**config.mk**
```make
export PLATFORM = sky130hd
export DESIGN_NAME = stable_time_ordered_event_queue
export DESIGN_NICKNAME = d
export VERILOG_FILES = /design/src/rtl/core/steq_pkg.sv /design/src/rtl/core/steq_ctrl.sv /design/src/rtl/core/steq_datapath.sv /design/src/rtl/core/stable_time_ordered_event_queue.sv
export SDC_FILE = /design/constraint.sdc
export NUM_CORES = 2
export LEC_CHECK = 0
export BUFFER_PORTS_ARGS = -buffer_cell sky130_fd_sc_hd__buf_2
export CAP_MARGIN = 30
export CELL_PAD_IN_SITES_DETAIL_PLACEMENT = 1
export CELL_PAD_IN_SITES_GLOBAL_PLACEMENT = 2
export CORE_MARGIN = 5
export CORE_UTILIZATION = 44
export DETAILED_ROUTE_END_ITERATION = 12
export PLACE_DENSITY_LB_ADDON = 0.1
export SKIP_CTS_REPAIR_TIMING = 1
export SLEW_MARGIN = 20
export SYNTH_ARGS = -nofsm -noshare
export SYNTH_HDL_FRONTEND = slang
export SYNTH_HIERARCHICAL = 1
export SYNTH_SLANG_ARGS = --single-unit
export TNS_END_PERCENT = 100
```
**constraint.sdc**
```tcl
create_clock -name i_clk -period 14.9 [get_ports i_clk]
set_input_delay 3.725 -clock i_clk [delete_from_list [all_inputs] [get_ports i_clk]]
set_output_delay 3.725 -clock i_clk [all_outputs]
set_load 0.1 [all_outputs]
```
**src/rtl/core/steq_pkg.sv**
```systemverilog
package steq_pkg;

    // operation codes on the input channel
    localparam logic [1:0] OP_INSERT = 2'd0;
    localparam logic [1:0] OP_POP    = 2'd1;
    localparam logic [1:0] OP_CLEAR  = 2'd2;

    // status codes on the result channel
    localparam logic [1:0] ST_OK    = 2'd0;
    localparam logic [1:0] ST_FULL  = 2'd1;
    localparam logic [1:0] ST_EMPTY = 2'd2;

    // width of the reported entry count
    localparam int COUNT_OUT_BITS = 6;

    // controller states
    typedef enum logic [1:0] {
        S_IDLE = 2'b01,
        S_EXEC = 2'b10
    } t_state;

    // action applied to the cell row
    typedef enum logic [1:0] {
        ACT_NONE   = 2'd0,
        ACT_INSERT = 2'd1,
        ACT_POP    = 2'd2,
        ACT_CLEAR  = 2'd3
    } t_act;

    // controller to datapath
    typedef struct packed {
        logic       load;
        logic       exec;
        t_act       act;
        logic [1:0] status;
    } t_cmd;

    // datapath to controller
    typedef struct packed {
        logic [1:0] op;
        logic       full;
        logic       empty;
    } t_dp_stat;

endpackage

```
**src/rtl/core/steq_ctrl.sv**
```systemverilog
module steq_ctrl
    import steq_pkg::*;
(
    input  logic     i_clk,
    input  logic     i_rst_n,
    input  logic     i_in_valid,
    output logic     o_in_stall,
    output logic     o_out_valid,
    input  logic     i_out_stall,
    input  t_dp_stat i_stat,
    output t_cmd     o_cmd
);

    t_state r_state, n_state;
    logic   r_out_valid, n_out_valid;
    logic   out_free;

    assign out_free    = !r_out_valid || !i_out_stall;
    assign o_in_stall  = (r_state != S_IDLE);
    assign o_out_valid = r_out_valid;

    always_comb begin
        // decode the latched operation into a cell row action and a status code
        o_cmd.act    = ACT_NONE;
        o_cmd.status = ST_OK;
        case (i_stat.op)
            OP_INSERT: begin
                if (i_stat.full) begin
                    o_cmd.status = ST_FULL;
                end else begin
                    o_cmd.act = ACT_INSERT;
                end
            end
            OP_POP: begin
                if (i_stat.empty) begin
                    o_cmd.status = ST_EMPTY;
                end else begin
                    o_cmd.act = ACT_POP;
                end
            end
            OP_CLEAR: o_cmd.act = ACT_CLEAR;
            default:  o_cmd.act = ACT_NONE;
        endcase

        // sequencing: capture on transfer, execute once the result slot is free
        n_state     = r_state;
        n_out_valid = r_out_valid && i_out_stall;
        o_cmd.load  = 1'b0;
        o_cmd.exec  = 1'b0;
        case (r_state)
            S_IDLE: begin
                if (i_in_valid) begin
                    o_cmd.load = 1'b1;
                    n_state    = S_EXEC;
                end
            end
            S_EXEC: begin
                if (out_free) begin
                    o_cmd.exec  = 1'b1;
                    n_out_valid = 1'b1;
                    n_state     = S_IDLE;
                end
            end
            default: n_state = S_IDLE;
        endcase
    end

    always_ff @(posedge i_clk) begin
        if (!i_rst_n) begin
            r_state     <= S_IDLE;
            r_out_valid <= 1'b0;
        end else begin
            r_state     <= n_state;
            r_out_valid <= n_out_valid;
        end
    end

    // a result is never written over one that is still waiting
    a_exec_free: assert property (@(posedge i_clk) disable iff (!i_rst_n)
        o_cmd.exec |-> (!r_out_valid || !i_out_stall))
        else $error("result overwritten while stalled");

    // a captured item is in the execute state in the following cycle
    a_load_exec: assert property (@(posedge i_clk) disable iff (!i_rst_n)
        o_cmd.load |=> (r_state == S_EXEC))
        else $error("captured item not in execute");

    // every execution presents a result
    a_exec_valid: assert property (@(posedge i_clk) disable iff (!i_rst_n)
        o_cmd.exec |=> r_out_valid)
        else $error("execution without result");

    // no full insert or empty pop reaches the cell row
    a_act_legal: assert property (@(posedge i_clk) disable iff (!i_rst_n)
        o_cmd.exec |-> !((o_cmd.act == ACT_INSERT && i_stat.full) ||
                         (o_cmd.act == ACT_POP && i_stat.empty)))
        else $error("illegal cell row action");

endmodule

```
**src/rtl/core/steq_datapath.sv**
```systemverilog
module steq_datapath
    import steq_pkg::*;
#(
    parameter int QUEUE_DEPTH = 32,
    parameter int TIME_BITS   = 32,
    parameter int TAG_BITS    = 16
) (
    input  logic                      i_clk,
    input  logic                      i_rst_n,
    input  t_cmd                      i_cmd,
    output t_dp_stat                  o_stat,
    input  logic [1:0]                i_operation,
    input  logic [TIME_BITS-1:0]      i_start_time,
    input  logic [TAG_BITS-1:0]       i_event_tag,
    output logic [1:0]                o_status,
    output logic [TIME_BITS-1:0]      o_popped_time,
    output logic [TAG_BITS-1:0]       o_popped_tag,
    output logic [COUNT_OUT_BITS-1:0] o_entry_count
);

    localparam int CNT_BITS = $clog2(QUEUE_DEPTH + 1);

    logic [1:0]           r_op;
    logic [TIME_BITS-1:0] r_key;
    logic [TAG_BITS-1:0]  r_tag;
    logic [CNT_BITS-1:0]  r_count, n_count;

    logic [TIME_BITS-1:0] r_time [QUEUE_DEPTH];
    logic [TAG_BITS-1:0]  r_etag [QUEUE_DEPTH];

    logic [1:0]           r_res_status;
    logic [TIME_BITS-1:0] r_res_time;
    logic [TAG_BITS-1:0]  r_res_tag;
    logic [CNT_BITS-1:0]  r_res_count;

    // per cell: occupied and not later than the new key
    logic [QUEUE_DEPTH-1:0] le;

    // captured item
    always_ff @(posedge i_clk) begin
        if (i_cmd.load) begin
            r_op  <= i_operation;
            r_key <= i_start_time;
            r_tag <= i_event_tag;
        end
    end

    assign o_stat.op    = r_op;
    assign o_stat.full  = (r_count == CNT_BITS'(QUEUE_DEPTH));
    assign o_stat.empty = (r_count == '0);

    // cell row: each cell keeps, takes the new event, or shifts
    for (genvar g = 0; g < QUEUE_DEPTH; g++) begin : g_cell
        logic                 left_le;
        logic [TIME_BITS-1:0] up_time, dn_time;
        logic [TAG_BITS-1:0]  up_tag, dn_tag;

        assign le[g] = (CNT_BITS'(g) < r_count) && (r_time[g] <= r_key);

        if (g == 0) begin : g_first
            assign left_le = 1'b1;
            assign up_time = r_key;
            assign up_tag  = r_tag;
        end else begin : g_mid
            assign left_le = le[g-1];
            assign up_time = r_time[g-1];
            assign up_tag  = r_etag[g-1];
        end

        if (g == QUEUE_DEPTH - 1) begin : g_last
            assign dn_time = r_time[g];
            assign dn_tag  = r_etag[g];
        end else begin : g_inner
            assign dn_time = r_time[g+1];
            assign dn_tag  = r_etag[g+1];
        end

        always_ff @(posedge i_clk) begin
            if (i_cmd.exec) begin
                case (i_cmd.act)
                    ACT_INSERT: begin
                        if (!le[g]) begin
                            if (left_le) begin
                                r_time[g] <= r_key;
                                r_etag[g] <= r_tag;
                            end else begin
                                r_time[g] <= up_time;
                                r_etag[g] <= up_tag;
                            end
                        end
                    end
                    ACT_POP: begin
                        r_time[g] <= dn_time;
                        r_etag[g] <= dn_tag;
                    end
                    default: begin
                    end
                endcase
            end
        end
    end

    // occupancy update
    always_comb begin
        case (i_cmd.act)
            ACT_INSERT: n_count = r_count + CNT_BITS'(1);
            ACT_POP:    n_count = r_count - CNT_BITS'(1);
            ACT_CLEAR:  n_count = '0;
            default:    n_count = r_count;
        endcase
    end

    always_ff @(posedge i_clk) begin
        if (!i_rst_n) begin
            r_count <= '0;
        end else if (i_cmd.exec) begin
            r_count <= n_count;
        end
    end

    // result register
    always_ff @(posedge i_clk) begin
        if (i_cmd.exec) begin
            r_res_status <= i_cmd.status;
            r_res_count  <= n_count;
            if (i_cmd.act == ACT_POP) begin
                r_res_time <= r_time[0];
                r_res_tag  <= r_etag[0];
            end else begin
                r_res_time <= '0;
                r_res_tag  <= '0;
            end
        end
    end

    assign o_status      = r_res_status;
    assign o_popped_time = r_res_time;
    assign o_popped_tag  = r_res_tag;
    assign o_entry_count = COUNT_OUT_BITS'(r_res_count);

endmodule

```
**src/rtl/core/stable_time_ordered_event_queue.sv**
```systemverilog
// Sequencing: an item is captured on the input transfer and executed in the
//   controller's execute state, which writes the result register; execution
//   waits while an earlier result is still stalled at the output. No new item
//   is taken until the last one has executed; the cell row compares and shifts in the execute step.
// Reset (synchronous, active low) empties the queue and the output register;
//   the cell contents are not cleared and there is no clearing pass.
module stable_time_ordered_event_queue
    import steq_pkg::*;
#(
    parameter int QUEUE_DEPTH = 32,
    parameter int TIME_BITS   = 32,
    parameter int TAG_BITS    = 16
) (
    input  logic                      i_clk,
    input  logic                      i_rst_n,
    input  logic                      i_in_valid,
    output logic                      o_in_stall,
    input  logic [1:0]                i_operation,
    input  logic [TIME_BITS-1:0]      i_start_time,
    input  logic [TAG_BITS-1:0]       i_event_tag,
    output logic                      o_out_valid,
    input  logic                      i_out_stall,
    output logic [1:0]                o_status,
    output logic [TIME_BITS-1:0]      o_popped_time,
    output logic [TAG_BITS-1:0]       o_popped_tag,
    output logic [COUNT_OUT_BITS-1:0] o_entry_count
);

    t_cmd     cmd;
    t_dp_stat stat;

    // sequencing
    steq_ctrl u_ctrl (
        .i_clk       (i_clk),
        .i_rst_n     (i_rst_n),
        .i_in_valid  (i_in_valid),
        .o_in_stall  (o_in_stall),
        .o_out_valid (o_out_valid),
        .i_out_stall (i_out_stall),
        .i_stat      (stat),
        .o_cmd       (cmd)
    );

    // sorted cell row and result register
    steq_datapath #(
        .QUEUE_DEPTH (QUEUE_DEPTH),
        .TIME_BITS   (TIME_BITS),
        .TAG_BITS    (TAG_BITS)
    ) u_datapath (
        .i_clk         (i_clk),
        .i_rst_n       (i_rst_n),
        .i_cmd         (cmd),
        .o_stat        (stat),
        .i_operation   (i_operation),
        .i_start_time  (i_start_time),
        .i_event_tag   (i_event_tag),
        .o_status      (o_status),
        .o_popped_time (o_popped_time),
        .o_popped_tag  (o_popped_tag),
        .o_entry_count (o_entry_count)
    );

endmodule

```
==> flow_summary_export.csv <==
group,metric,value,unit
power,power_frac_clock,42.6,%
synthesis,synth-simple-area-share,11.6,%
worst_setup_path,crit_type,"in2reg",
grt,use_met1,38.6,%
timing,tightest_slew,1100,ps
hold_path,hold_path.class,"reg2reg",
layout,layout-drive-gt1-share,8.01,%
synthesis,ys_types,76,
timing,fin_crit,7450,ps
grt,grt-ovfl-total,0,
cts,clk_path_buf_depth,3,
cts,clkLatencyLatePin,880,ps
cts,cts.sinks,1651,
layout,area_growth_syn_to_layout,10.2,%
synthesis,netlist_instances,9680,
timing,rsz0062_at_grt,"no",
power,powerDensity,98.6,nW/um^2
synthesis,ys_top_cells_by_area,"edfxtp_1 48%, ha_1 13%, mux2i_1 7.1%",
routing,detail-route-antenna-nets,0,
timing,slew_viol_final,0,
timing,finalSetupTns,0,ps
synthesis,synth_fa_ha_area_share,12.5,%
worst_setup_path,crit_family,"buffers and inverters",
synthesis,mappedNetlistArea,103000,um^2
synthesis,ys_ff_latch,1651,
timing,worst_clock_skew,40.6,ps
synthesis,synthXorXnorAreaFrac,0,%
die,start_util,44.2,%
grt,grt_pass1_wl,561000,um
timing,slew_headroom,26.0,%
layout,regArea,49500,um^2
synthesis,synth_flop_cell,"edfxtp_1",
status,status,"finished, final reports clean",
power,p_total,0.0112,W
power,p_sw_share,26.2,%
synthesis,yosysMostFrequentCell,"edfxtp_1",
routing,routed_wl,384000,um
timing,setup_viol,0,
synthesis,async_flop_share,0,%
power,seqPwrFrac,46.9,%
synthesis,yosysTopAreaCell,"edfxtp_1",
routing,drt_iter0_drc,6766,
routing,wl_per_cell,30.1,um
timing,timing.hold.ws,542,ps
power,leakage,41.6,nW
synthesis,syn_area_per_cell,10.6,um^2
die,die_w,493,um
worst_setup_path,cp_slowest_cell,"and2_1",
run,maxCapViolCount,0,
die,pin_count,112,
worst_setup_path,cpMostUsedCell,"buf_4",
die,fp.coreArea,233000,um^2
timing,setup_ws,7450,ps
cts,htree_levels,4,
power,p_int,0.00825,W
grt,grt_max_degree,286,
synthesis,syn_nets,10761,
layout,stdcell_count,12765,
power,power.switching,0.00292,W
power,vdd_drop_max,0.0896,mV
synthesis,synth_compound_gate_area_share,16.9,%
cts,cts.clk_slew.worst_paths,60,ps
grt,use_met3,2.76,%
cts,cts_made_buffers,195,
synthesis,muxShareOfSynthArea,7.58,%
cts,cts_tree,"yes",
timing,max_freq,0.134,GHz
worst_setup_path,path_cells,"buf_2, a21oi_4, buf_4, nand2_2, buf_4, a31o_2, nor2_4, buf_4, buf_4, and2_1, a211o_1",
layout,fillerInstances,24814,
placed_design,dpl.hpwl,279000,um
worst_setup_path,cp-start-kind,"primary input",
grt,top_usage_layer,"met2",
cts,cts-root-buf,"clkbuf_16",
synthesis,yosysSeqAreaShare,48.2,%
synthesis,synth_commonest_cells,"1642 x edfxtp_1, 1178 x a21oi_1, 1104 x nor2_1",
worst_setup_path,path_buf_inv,5,
placed_design,dp.cells,12380,
routing,routed_via_density,6.40,
die,dieArea,243000,um^2
synthesis,synth_top_family_by_area,"compound AO/OA/AOI/OAI gates",
placed_design,gp_congestion,0.869,
routing,vias,81731,
die,rows,177,
grt,track_usage,30.5,%
worst_setup_path,slowest_delay,830,ps
timing,hold_viol,0,
power,comb_power_share,10.5,%
layout,nets,10632,
worst_setup_path,crit_required,15630,ps
die,die_h,493,um
worst_setup_path,worstPathMaxFanout,73,
placed_design,port-buffer-count,111,
timing,period_share,50.0,%
routing,post-route-drc-count,0,
synthesis,synth_edf_count,1642,
layout,multi_input_area,50500,um^2
worst_setup_path,crit_arrival,8180,ps
placed_design,place_ws,6600,ps
synthesis,synth_top_area_share,48.0,%
grt,met2_usage,53.2,%
routing,first_pass_iters,5,
grt,first_global_vias,85156,
grt,grt_antenna_before_repair,20,
worst_setup_path,crit_path_end_kind,"flop",
synthesis,ys_warn_count,6,
cells by family after synthesis:
family / Yosys count
AOI/OAI and AO/OA: 2688
adders and majority gates: 1027
buffers and inverters: 796
DFF: 1651
muxes: 772
and+or+nand+nor: 2746
power groups by stage:
stage	logic [W]	registers (W)	clock network (W)
floorplan	0.000731	0.00533	0
global placement	0.00109	0.00534	0
detailed placement	0.00116	0.00534	0
CTS	0.00116	0.00524	0.00485
global route	0.00128	0.00524	0.00506
finish	0.00117	0.00524	0.00476
layout by cell type (no fill, tap or decap), types with 18 or more instances in the layout:
master     instances
a211o_1          183
a211oi_1          26
a21o_1           199
a21oi_1         1177
a221o_1          243
a31oi_1           91
and2_1            55
and3_1            52
buf_2            117
buf_4            226
clkbuf_1          43
clkbuf_16        197
clkinv_1          48
clkinv_2          46
edfxtp_1        1642
ha_1            1027
inv_1             98
mux2_2            35
mux2i_1          725
nand2_1          944
nand2_2           21
nand2b_1          21
nand3_1          105
nand4_1          233
nor2_1          1095
nor2b_1           58
nor3_1            45
nor4_1            42
o211ai_1         301
o21a_1            18
o21ai_0          292
per-stage QoR:
step           instance area, um^2  utilization [%]
2_1_floorplan               103000                -
3_3_place_gp                106000             45.8
3_5_place_dp                107000             45.9
4_1_cts                     113000             48.5
5_1_grt                     113000             48.7
6_report                    113000             48.7
area by class of cell:
class	count	area share, %
Clock inverter	118	0.928
Clock buffer	243	4.53
Tap cell	3043	3.36
Sequential cell	1651	43.7
Multi-Input combinational cell	7233	44.6
Antenna cell	7	0.0155
Inverter	101	0.335
Timing Repair Buffer	369	2.55
per-layer routing:
| layer | wire length [um] | vias to the layer above |
|---|---|---|
| met3 | 15700 | 653 |
| met5 | 13 | - |
| met1 | 159000 | 42183 |
| li1 | - | 36723 |
| met4 | 19100 | 2 |
| met2 | 190000 | 2170 |
tightest hold or removal path: cells and delay by family, from the launching register on:
family           cells  cell delay [ps]
AO/OA/AOI/OAI        1               60
flip-flops           1              350
AND/OR/NAND/NOR      1               80
registers in the layout, summed over array words and instances, names as in the netlist, 2 cells and up:
register,count
u_datapath/g_cell.up_time,32
u_datapath/r_etag,512
u_datapath/o_popped_time,32
u_ctrl/r_state,2
u_datapath/g_cell.up_tag,16
u_datapath/r_count,6
u_datapath/o_status,2
u_datapath/r_time,1024
u_datapath/o_popped_tag,16
u_datapath/o_entry_count,6
u_datapath/r_op,2
final timing paths:
kind | from | to | slack (ps) | cells after the start
setup / recovery | i_out_stall | u_datapath/r_etag[0][54]$_DFFE_PP_ | 7450 | 11
hold / removal | u_ctrl/o_out_valid$_SDFF_PN0_ | u_ctrl/o_out_valid$_SDFF_PN0_ | 540 | 2
setup reg to reg | u_datapath/r_count[1]$_SDFFE_PN0P_ | u_datapath/r_etag[0][107]$_DFFE_PP_ | 8250 | 16
hold reg to reg | u_ctrl/o_out_valid$_SDFF_PN0_ | u_ctrl/o_out_valid$_SDFF_PN0_ | 540 | 2
Power figures use the tool's default switching activity.
